## config.mk

```make
export PLATFORM = sky130hd
export DESIGN_NAME = lzwc_front
export DESIGN_NICKNAME = d
export VERILOG_FILES = /design/src/hw/rtl/lzwc_pkg.sv /design/src/hw/rtl/lzwc_front.sv
export SDC_FILE = /design/constraint.sdc
export NUM_CORES = 1
export LEC_CHECK = 0
export BUFFER_PORTS_ARGS = -buffer_cell sky130_fd_sc_hd__buf_2
export CORE_MARGIN = 10
export CORE_UTILIZATION = 34
export DETAILED_ROUTE_END_ITERATION = 16
export PLACE_DENSITY = 0.59
export SLEW_MARGIN = 20
export SYNTH_ARGS = -nofsm -noshare
export SYNTH_HDL_FRONTEND = slang
export SYNTH_SLANG_ARGS = --single-unit
```

## constraint.sdc

```tcl
create_clock -name clk -period 5.55 [get_ports clk]
set_clock_uncertainty 0.15 [all_clocks]
set_input_delay 0 -clock clk [delete_from_list [all_inputs] [get_ports clk]]
set_output_delay 0 -clock clk [all_outputs]
set_load 0.01 [all_outputs]
```

## src/hw/rtl/lzwc_pkg.sv

```systemverilog
// ----------------------------------------------------------------------------
// lzwc_pkg
// Shared types and constants of the LZW byte compressor.
// ----------------------------------------------------------------------------
package lzwc_pkg;

	localparam int MAX_CODE_BITS_DEF = 12;
	localparam int EOF_CODE    = 256;
	localparam int FIRST_FREE  = 257;
	localparam int START_WIDTH = 9;
	localparam int WIDTH_W     = 5;
	localparam int STAT_NFC_W  = 17;

	typedef struct packed {
		logic [7:0] data_byte;
		logic       end_of_stream;
	} item_t;

	typedef struct packed {
		logic [STAT_NFC_W-1:0] next_free;
		logic [WIDTH_W-1:0]    width;
	} status_t;

	typedef enum logic [6:0] {
		ST_IDLE = 7'b0000001,
		ST_HEAD = 7'b0000010,
		ST_WALK = 7'b0000100,
		ST_MISS = 7'b0001000,
		ST_INS  = 7'b0010000,
		ST_EOS  = 7'b0100000,
		ST_EOF  = 7'b1000000
	} state_t;

endpackage

```

## src/hw/rtl/lzwc_front.sv

```systemverilog
// ----------------------------------------------------------------------------
// lzwc_front
// Input side: accepts byte requests into a two-entry queue for the engine.
// ----------------------------------------------------------------------------
module lzwc_front
	import lzwc_pkg::*;
(
	input  logic       clk,
	input  logic       arst_n,
	input  logic       in_valid,
	output logic       in_stall,
	input  logic [7:0] data_byte,
	input  logic       end_of_stream,
	output logic       item_valid,
	output item_t      item,
	input  logic       item_pop
);
	item_t slot_q [2];
	logic  rd_ptr_q, wr_ptr_q;
	logic [1:0] count_q;
	logic  push;

	assign in_stall   = (count_q == 2'd2);
	assign push       = in_valid && !in_stall;
	assign item_valid = (count_q != 2'd0);
	assign item       = slot_q[rd_ptr_q];

	always_ff @(posedge clk) begin
		if (push) begin
			slot_q[wr_ptr_q] <= '{data_byte: data_byte, end_of_stream: end_of_stream};
		end
	end

	always_ff @(posedge clk or negedge arst_n) begin
		if (!arst_n) begin
			rd_ptr_q <= 1'b0;
			wr_ptr_q <= 1'b0;
			count_q  <= 2'd0;
		end else begin
			if (push) wr_ptr_q <= !wr_ptr_q;
			if (item_pop && item_valid) rd_ptr_q <= !rd_ptr_q;
			count_q <= count_q + 2'(push) - 2'(item_pop && item_valid);
		end
	end
endmodule

```

# After elaboration in Yosys (flattened, before gate mapping)
# Memories as Yosys holds them, arrays and structs flattened.
# Cells that the tools add are included.
dict set report totals {
  memories 1
  input_bits 13
  word_cells 15
  ramBits 18
  reg_bits 4
}
# name depth width rd rd_clocked_by_memory_dff write_ports line
set memory_table {}
lappend memory_table {slot_q 2 9 1 0 1 lzwc_front.sv:18} ;# item_t slot_q [2];
dict set report op_classes {
  muxes 2
  eq_ne 1
  n_addsub 2
  n_reduce_logical 6
}
# op n
set op_table {}
lappend op_table {{1-bit zero test} 3}
lappend op_table {{2-bit by 1-bit adder with 2-bit output} 1}
lappend op_table {{2-bit equality test, second input constant} 1}
lappend op_table {{1-bit logical AND} 2}
lappend op_table {{1-bit 2-to-1 mux} 2}
lappend op_table {{2-bit nonzero test} 1}
lappend op_table {{2-bit by 1-bit subtractor with 2-bit output} 1}

# Logic depth before layout (Yosys ltp)
# Gate-level depths: netlist (run 1).
dict set report logic_depth {
  depth_word 5
  ltp_mapped 7
}

# Worst setup path after synthesis (run 1)
# OpenSTA, ideal clock, no wires.
dict set report synth_path {
  path_type {register to register}
  start {register count_q[1]}
  end {register count_q[1]}
  arrival_ps 1519
  period_less_slack_ps 1791
  path_slack_ps 3759
  stages_incl_launch_ff 8
  setup_time_ps 123
  path_buffers 0
  path_cell_list {dfrtp_1 > or2_4 > and2_4 > ha_1 > inv_1 > ha_1 > xnor2_1 > xnor2_1}
}
dict set report synth_via {
  word_cells_on_any_way 7
  classes_between {2 x add/sub; 1 x eq/ne; 4 x reduce/logical}
}
# element line
set synth_lines {}
lappend synth_lines {{start: declaration} lzwc_front.sv:20} ;# logic [1:0] count_q;
lappend synth_lines {{start signal: assignment} lzwc_front.sv:42} ;# count_q <= count_q + 2'(push) - 2'(item_pop && item_valid);
lappend synth_lines {{2-bit nonzero test} lzwc_front.sv:25} ;# assign item_valid = (count_q != 2'd0);
lappend synth_lines {{via item_valid} lzwc_front.sv:14} ;# output logic item_valid,
lappend synth_lines {{1-bit logical AND} lzwc_front.sv:42}
lappend synth_lines {{2-bit by 1-bit subtractor with 2-bit output} lzwc_front.sv:42}
# The timed path passes the listed nets, and every way through them passes these cells.
# A chain may end at the register's enable or synchronous reset.

# Final worst setup path (run 1)
dict set report layout_path {
  start {register count_q[1]}
  end {register count_q[1]}
}
dict set report layout_via {
  elab_chain_cells 5
  word_cells_on_any_way 7
  classes_between {2 x add/sub; 1 x eq/ne; 4 x reduce/logical}
}
# element line
set layout_lines {}
lappend layout_lines {{2-bit equality test} lzwc_front.sv:23} ;# assign in_stall = (count_q == 2'd2);
lappend layout_lines {{1-bit zero test} lzwc_front.sv:24} ;# assign push = in_valid && !in_stall;
lappend layout_lines {{1-bit logical AND} lzwc_front.sv:24}
lappend layout_lines {{2-bit by 1-bit adder with 2-bit output} lzwc_front.sv:42}
lappend layout_lines {{2-bit by 1-bit subtractor with 2-bit output *} lzwc_front.sv:42}
# Every way passes the cells marked *; elsewhere a longest branch is shown, timed or not.

==> results of run 1 <==
-- through the flow --
step	hold WS (ps)	std cells	util, %	setup WS, ps
final	270	114	47.4	3720
after global routing	278	114	47.4	3610
after CTS	254	114	47.4	3700
after detailed placement	-337	98	41.1	3740
after global placement	-336	98	41.1	3730
after floorplan	-446	46	-	3760
-- routing by layer --
| metal | routed length [µm] | up-vias |
|---|---|---|
| met5 | 0 | - |
| li1 | - | 247 |
| met4 | 0 | 0 |
| met2 | 659 | 17 |
| met1 | 691 | 225 |
| met3 | 144 | 0 |
-- flip-flops by register name, indices dropped and copies added, names as in the netlist --
register and cells:
rd_ptr_q 1, wr_ptr_q 1, count_q 2, slot_q 18
-- cell families (layout without fill, tap and decap cells) --
group	Yosys count	in the layout
buffers and inverters	3	41
XOR/XNOR	4	4
flip-flops	22	22
multiplexers	9	9
AND/OR/NAND/NOR	6	6
adder cells (fa/ha/maj)	2	2
-- report_power, final --
group | switching [µW] | total (µW) | internal (µW) | leakage [µW]
clock | 41.8 | 67.1 | 25.2 | 0.0000138
sequential | 29.6 | 260 | 231 | 0.000214
combinational | 83.1 | 180 | 97.2 | 0.000240
total | 155 | 508 | 353 | 0.000468
-- critical path, cell delays in order (launching register included) --
cell,delay (ps)
dfrtp_1,420
or2_4,250
and2_4,160
ha_1,260
inv_1,40
ha_1,170
xnor2_1,170
xnor2_1,140
-- synth_stat cells --
library cell / instances / share of area (%)
edfxtp_1: 18 / 63
and3_1: 1 / 0.73
nand2_1: 1 / 0.44
or2_4: 1 / 1.0
dfrtp_1: 4 / 12
inv_1: 2 / 0.88
xor2_1: 1 / 1.0
nand2b_1: 1 / 0.73
buf_2: 1 / 0.59
ha_1: 2 / 2.9
and2_4: 1 / 1.0
mux2_2: 9 / 12
nor2_1: 1 / 0.44
xnor2_1: 3 / 3.1
-- path summary, 6_finish.rpt --
path	start	endpoint	cells after the start
worst min register to register	wr_ptr_q	wr_ptr_q	1
worst max-delay path	count_q[1]	count_q[1]	7
worst max register to register	count_q[1]	count_q[1]	7
min in group asynchronous	arst_n	rd_ptr_q	3
max in group asynchronous	arst_n	count_q[1]	3
worst min-delay path	data_byte[5]	slot_q[0][6]	2
-- final cells by class --
type	instances	area [µm²]
multi-input cells	21	199
well taps	30	37.5
clock buffers	3	22.5
fillers	216	1280
repair buffers	36	245
inverters	2	7.51
flip-flops and latches	22	641
==> summary.txt, run 1 <==
STA
  • RSZ-0062 raised after global routing: no
  • Tcrit/Tclk final: between 30% and 40%
  • Slew Viols, Final: 0
  • Final sum of negative setup slack: 0 ps
  • Fmax achieved: 546 MHz
  • Slew @ Worst Pin: 780 ps
  • Setup Viol. Count Final: 0
  • Fin crit period: about 1800 ps
  • Slew Limit Headroom: between 40% and 50%
  • Final Hold Viols: 0

Yosys
  • Largest family of logic cells by synthesized area: multiplexers
  • Mapped Cells: 46
  • Compound-Gate Fraction of Synth Area: 0%
  • Post-synthesis simple-gate area fraction: 4.41%
  • FF+latch count, synth: 22
  • Sequential share of the synthesized area: 75.2%
  • Mapped cell area: 852 µm²
  • XOR/XNOR Fraction of Synth Area: a little over 4%
  • Multiplexer share of the synthesized area: 11.9%
  • Syn avg cell area: between 15 and 20 µm²
  • Synthesis Warnings: 0
  • Post-Synth Adder-Cell Area: approximately 2.9%
  • Net Count, Synth: around 60
  • Cell variety after synth: 14

Route
  • Routed Antenna Nets: 0
  • WL/cell: 13.1 µm
  • DRT Wirelength: 1490 µm
  • 1st-iter DRT viols: 19
  • DRC: 0
  • Via count: 489
  • DR pass1 iterations: 2
  • Via density: 4.29

CTS
  • Clock sink count: 22
  • Clock edge transition at the registers on the reported setup and hold paths: ~110 ps
  • CTS tree: built
  • Root buffer cell: clkbuf_4
  • TritonCTS Buffers: 3
  • Hold_buf cts: 13
  • CTS max path bufs: 2
  • Post-CTS resize count: 0
  • H-tree lvl count: 1
  • Post-CTS setup buffers: 0
  • Insertion delay to the later sink of the worst-skew pair: roughly 290 ps

Critical path
  • Worst Setup Start Kind: register
  • R2R Setup Slk: 3720 ps
  • Crit path DAT: 1900 ps
  • CP max FO: 3
  • CP Capture Type: register
  • WP data required: 5620 ps
  • Critical path type: reg -> reg

Pwr
  • PwrDens: between 400 and 500 nW/µm²
  • Maximum vdd drop: about 240 µV
  • Total power: 508 µW
  • P_leak: 0.000468 µW

Run status
  • Outcome: complete, no violations

Global routing
  • Busiest metal layer after global routing: met2
  • Antenna violations before repair: 0
  • Largest net degree at the start of global routing: 12
  • GR Util All Layers: approximately 6.3%
  • Global-route wire length before repair: 2620 µm
  • Met1 Track Usage GR: between 7 and 8%
  • Vias in the first global route: 587
  • Grt total ovfl: 0
  • Global routing met3 resource utilization: ~3.4%
  • Met2 usage: 9.97%

Finish
  • Final Cell Area: 1150 µm²
  • Share of post-route cells with drive strength above 1: 44.0%
  • Most frequent cells in the layout: buf_2 (23), edfxtp_1 (18), dlygate4sd3_1 (13), mux2_2 (9), dfrtp_1 (4)
  • ANT cells: 0
  • Commonest non-fill, non-tap cell in the layout: buf_2
  • Synth-to-Final Area Change: 35.2%
  • Nets@finish: 101

Die
  • Cell row count: 18
  • Ports: 24
  • Die width: about 70 µm
  • Die Ht: about 70 µm
  • Starting density of the core: 35.0%
  • Core area: 2430 µm²
  • Die area: about 4900 µm²

Placed design
  • Routability-driven placement congestion ratio: 0.662
  • Placed wire-length estimate: 1110 µm
  • Dpl cell area: 1000 µm²
  • Port-buffer cells: 23

Hold path
  • Hold crit path type: in -> reg

Flow run
  • Maxcap violations: 0
Note: power is estimated with default switching activity, not from simulation.
==> run 2: changes to the inputs <==
ABC_AREA = 1   (was default)
clock period = 1.85 ns   (was 5.55 ns; I/O delays follow)
==> run 2 against run 1 <==
Net effect: sequential power grew to 2.9 times the previous value; via count rose by 27%; wire length is 9.0% higher; fmax is 19% higher; sequential share of layout area is 3.4 points lower; design area up 6.5%; worst setup slack worse by 3400 ps; critical endpoint unchanged; largest power group unchanged.
==> summary.txt, run 2 <==
Yosys
  • Top FF cell, synth: edfxtp_1 (unchanged)
  • Cell taking the most area after synthesis: edfxtp_1 (unchanged)
  • Mapped Cells: 79 (was 46)
  • Synth area leaders: edfxtp_1 (61%), nand2_1 (16%), dfrtp_1 (11%), inv_1 (3.8%), ha_1 (2.8%) (was edfxtp_1 (63%), mux2_2 (12%), dfrtp_1 (12%), xnor2_1 (3.1%), ha_1 (2.9%))
  • FFs w/ async S/R, synth: 18.2% (unchanged)
  • Sequential share of the synthesized area: 72.1% (was 75.2%)
  • Net Count, Synth: 94 (was 61)
  • Synthesis Warnings: 0 (unchanged)
  • EDFF count, synth: 18 (unchanged)
  • Area share of the largest cell type after synthesis: 60.8% (was 63.4%)
  • Syn avg cell area: 11.2 µm² (was 18.5 µm²)
  • Most numerous cell in the Yosys netlist: nand2_1 (was edfxtp_1)
  • Mapped cell area: 888 µm² (was 852 µm²)
  • Synth top cells by count: nand2_1 (38), edfxtp_1 (18), inv_1 (9), dfrtp_1 (4), nand3_1 (3) (was edfxtp_1 (18), mux2_2 (9), dfrtp_1 (4), xnor2_1 (3))
  • FF+latch count, synth: 22 (unchanged)
  • Cell variety after synth: 10 (was 14)

Finish
  • Reg with most FFs: slot_q (unchanged)
  • Non-Filler Instances: 150 (was 114)
  • Commonest non-fill, non-tap cell in the layout: nand2_1 (was buf_2)
  • Nets@finish: 136 (was 101)
  • Most frequent cells in the layout: nand2_1 (38), buf_2 (23), edfxtp_1 (18), dlygate4sd3_1 (13), inv_1 (9) (was buf_2 (23), edfxtp_1 (18), dlygate4sd3_1 (13), mux2_2 (9), dfrtp_1 (4))
  • Top flop regs: slot_q x18, count_q x2 (unchanged)
  • Synth-to-Final Area Change: 38.2% (was 35.2%)
  • Share of post-route cells with drive strength above 1: 26.7% (was 44.0%)
  • Fillers: 237 (was 216)
  • Final Cell Area: 1230 µm² (was 1150 µm²)
  • Max reg flops: 18 (unchanged)
  • ANT cells: 0 (unchanged)

STA
  • Slew Limit Headroom: 74.6% (was 47.8%)
  • Fmax achieved: 650 MHz (was 546 MHz)
  • Fin crit period: 1540 ps (was 1830 ps)
  • Final sum of negative setup slack: 0 ps (unchanged)
  • Setup Viol. Count Final: 0 (unchanged)
  • Hold Slack: 270 ps (about the same)
  • Slew @ Worst Pin: 382 ps (was 780 ps)
  • Slew Viols, Final: 0 (unchanged)
  • RSZ-0062 raised after global routing: no (unchanged)
  • Final Hold Viols: 0 (unchanged)
  • Tcrit/Tclk final: 83.1% (was 33.0%)

Global routing
  • Vias in the first global route: 674 (was 587)
  • Antenna violations before repair: 0 (unchanged)
  • Grt total ovfl: 0 (unchanged)
  • Global-route wire length before repair: 2780 µm (was 2620 µm)
  • GR Util All Layers: 6.55% (was 6.34%)
  • Largest net degree at the start of global routing: 14 (was 12)

Route
  • Routed Antenna Nets: 0 (unchanged)
  • DRT Wirelength: 1630 µm (was 1490 µm)
  • Via count: 621 (was 489)
  • WL/cell: 10.9 µm (was 13.1 µm)
  • DRC: 0 (unchanged)
  • DR pass1 iterations: 3 (was 2)
  • Via density: 4.14 (was 4.29)
  • 1st-iter DRT viols: 8 (was 19)

Critical path
  • Critical path's slowest cell: dfrtp_1 (unchanged)
  • Worst-path cell chain: inv_1 > nand2_2 > nand2_1 > inv_1 > ha_1 > inv_1 > ha_1 > inv_1 > nand2_1 > nand2_1 (was or2_4 > and2_4 > ha_1 > inv_1 > ha_1 > xnor2_1 > xnor2_1)
  • CP Capture Type: register (unchanged)
  • Worst Setup Start Kind: register (unchanged)
  • WP depth: 10 (was 7)
  • Worst path max stage delay: 420 ps (about the same)
  • WP data required: 1900 ps (was 5620 ps)
  • CP top delay family: adder cells (unchanged)
  • R2R Setup Slk: 310 ps (was 3720 ps)
  • FF-to-FF path depth: 10 (was 7)
  • Most used cell, CP: inv_1
  • CP Buf/Inv Count: 4 (was 1)
  • Critical path type: reg -> reg (unchanged)
  • Crit path DAT: 1590 ps (was 1900 ps)
  • CP max FO: 3 (unchanged)

CTS
  • CTS max path bufs: 2 (unchanged)
  • TritonCTS Buffers: 3 (unchanged)
  • Clock sink count: 22 (unchanged)
  • Post-CTS setup buffers: 0 (unchanged)
  • CTS tree: built (unchanged)
  • Clock edge transition at the registers on the reported setup and hold paths: 120 ps (was 110 ps)
  • H-tree lvl count: 1 (unchanged)
  • Root buffer cell: clkbuf_4 (unchanged)
  • Post-CTS resize count: 0 (unchanged)
  • Insertion delay to the later sink of the worst-skew pair: 290 ps (about the same)

Pwr
  • Maximum vdd drop: 624 µV (was 241 µV)
  • PwrDens: 1400 nW/µm² (was 441 nW/µm²)
  • Total power: 1720 µW (was 508 µW)
  • P_leak: 0.000595 µW (was 0.000468 µW)

Die
  • Starting density of the core: 35.9% (was 35.0%)
  • Die width: 71.1 µm (was 70.1 µm)
  • Cell row count: 18 (unchanged)
  • Ports: 24 (unchanged)
  • Core area: 2480 µm² (was 2430 µm²)
  • Die area: 5060 µm² (was 4910 µm²)
  • Die Ht: 71.1 µm (was 70.1 µm)

Hold path
  • Hold crit path type: in -> reg (unchanged)
  • Hold depth: 2 (unchanged)

Placed design
  • Port-buffer cells: 23 (unchanged)
  • Placed Cells: 133 (was 98)
  • Routability-driven placement congestion ratio: 0.689 (was 0.662)
  • Placed wire-length estimate: 1220 µm (was 1110 µm)
  • Dpl cell area: 1040 µm² (was 1000 µm²)

Run status
  • Outcome: complete, no violations (unchanged)

Flow run
  • Maxcap violations: 0 (unchanged)
run 2: final timing paths:
path	from	to
max	count_q[1]	count_q[1]
min	data_byte[7]	slot_q[1][8]
max reg2reg	count_q[1]	count_q[1]
min reg2reg	wr_ptr_q	wr_ptr_q
max in group asynchronous	arst_n	count_q[0]
min in group asynchronous	arst_n	count_q[1]
run 2: what timing repair did:
| action | 4_1_cts | 5_1_grt |
|---|---|---|
| hold buffers | 13 | 0 |
| endpoints found under the setup margin | 0 | 0 |
| hold endpoints to repair | 24 | 0 |
run 2: layer usage:
layer / GRT usage [%] / vias up / share of wire [%]
met5: 0 / - / 0
met4: 3.23 / 0 / 1.5
met3: 1.67 / 2 / 5.3
met2: 12.7 / 10 / 54
met1: 6.15 / 273 / 39
li1: - / 336 / -
run 2: kinds of logic (layout without fill, tap and decap cells):
family	count (synthesis)	after routing	synth area share [%]
flip-flops	22	22	72.1
buffers and inverters	11	52	5.49
adder cells (fa/ha/maj)	2	2	2.82
AND/OR/NAND/NOR	44	44	19.6
run 2: final cells by class:
class / instances / area (µm²) / share of cell area (%)
sequential: 22 / 641 / 52.2
inverter: 10 / 37.5 / 3.06
clock inverter: 1 / 30.0 / 2.45
clock buffer: 3 / 22.5 / 1.83
multi-input combinational: 46 / 199 / 16.2
tap: 30 / 37.5 / 3.06
timing repair buffer: 38 / 260 / 21.2
run 2: power breakdown:
part	internal, µW	total [µW]	switching [µW]
sequential	686	759	73.1
combinational	238	608	370
clock	219	353	134
run 2: metrics by stage:
stage	utilization [%]	setup WS, ps
floorplan	-	367
global placement	42.2	375
detailed placement	42.2	325
CTS	49.5	305
global route	49.5	179
finish	49.5	313
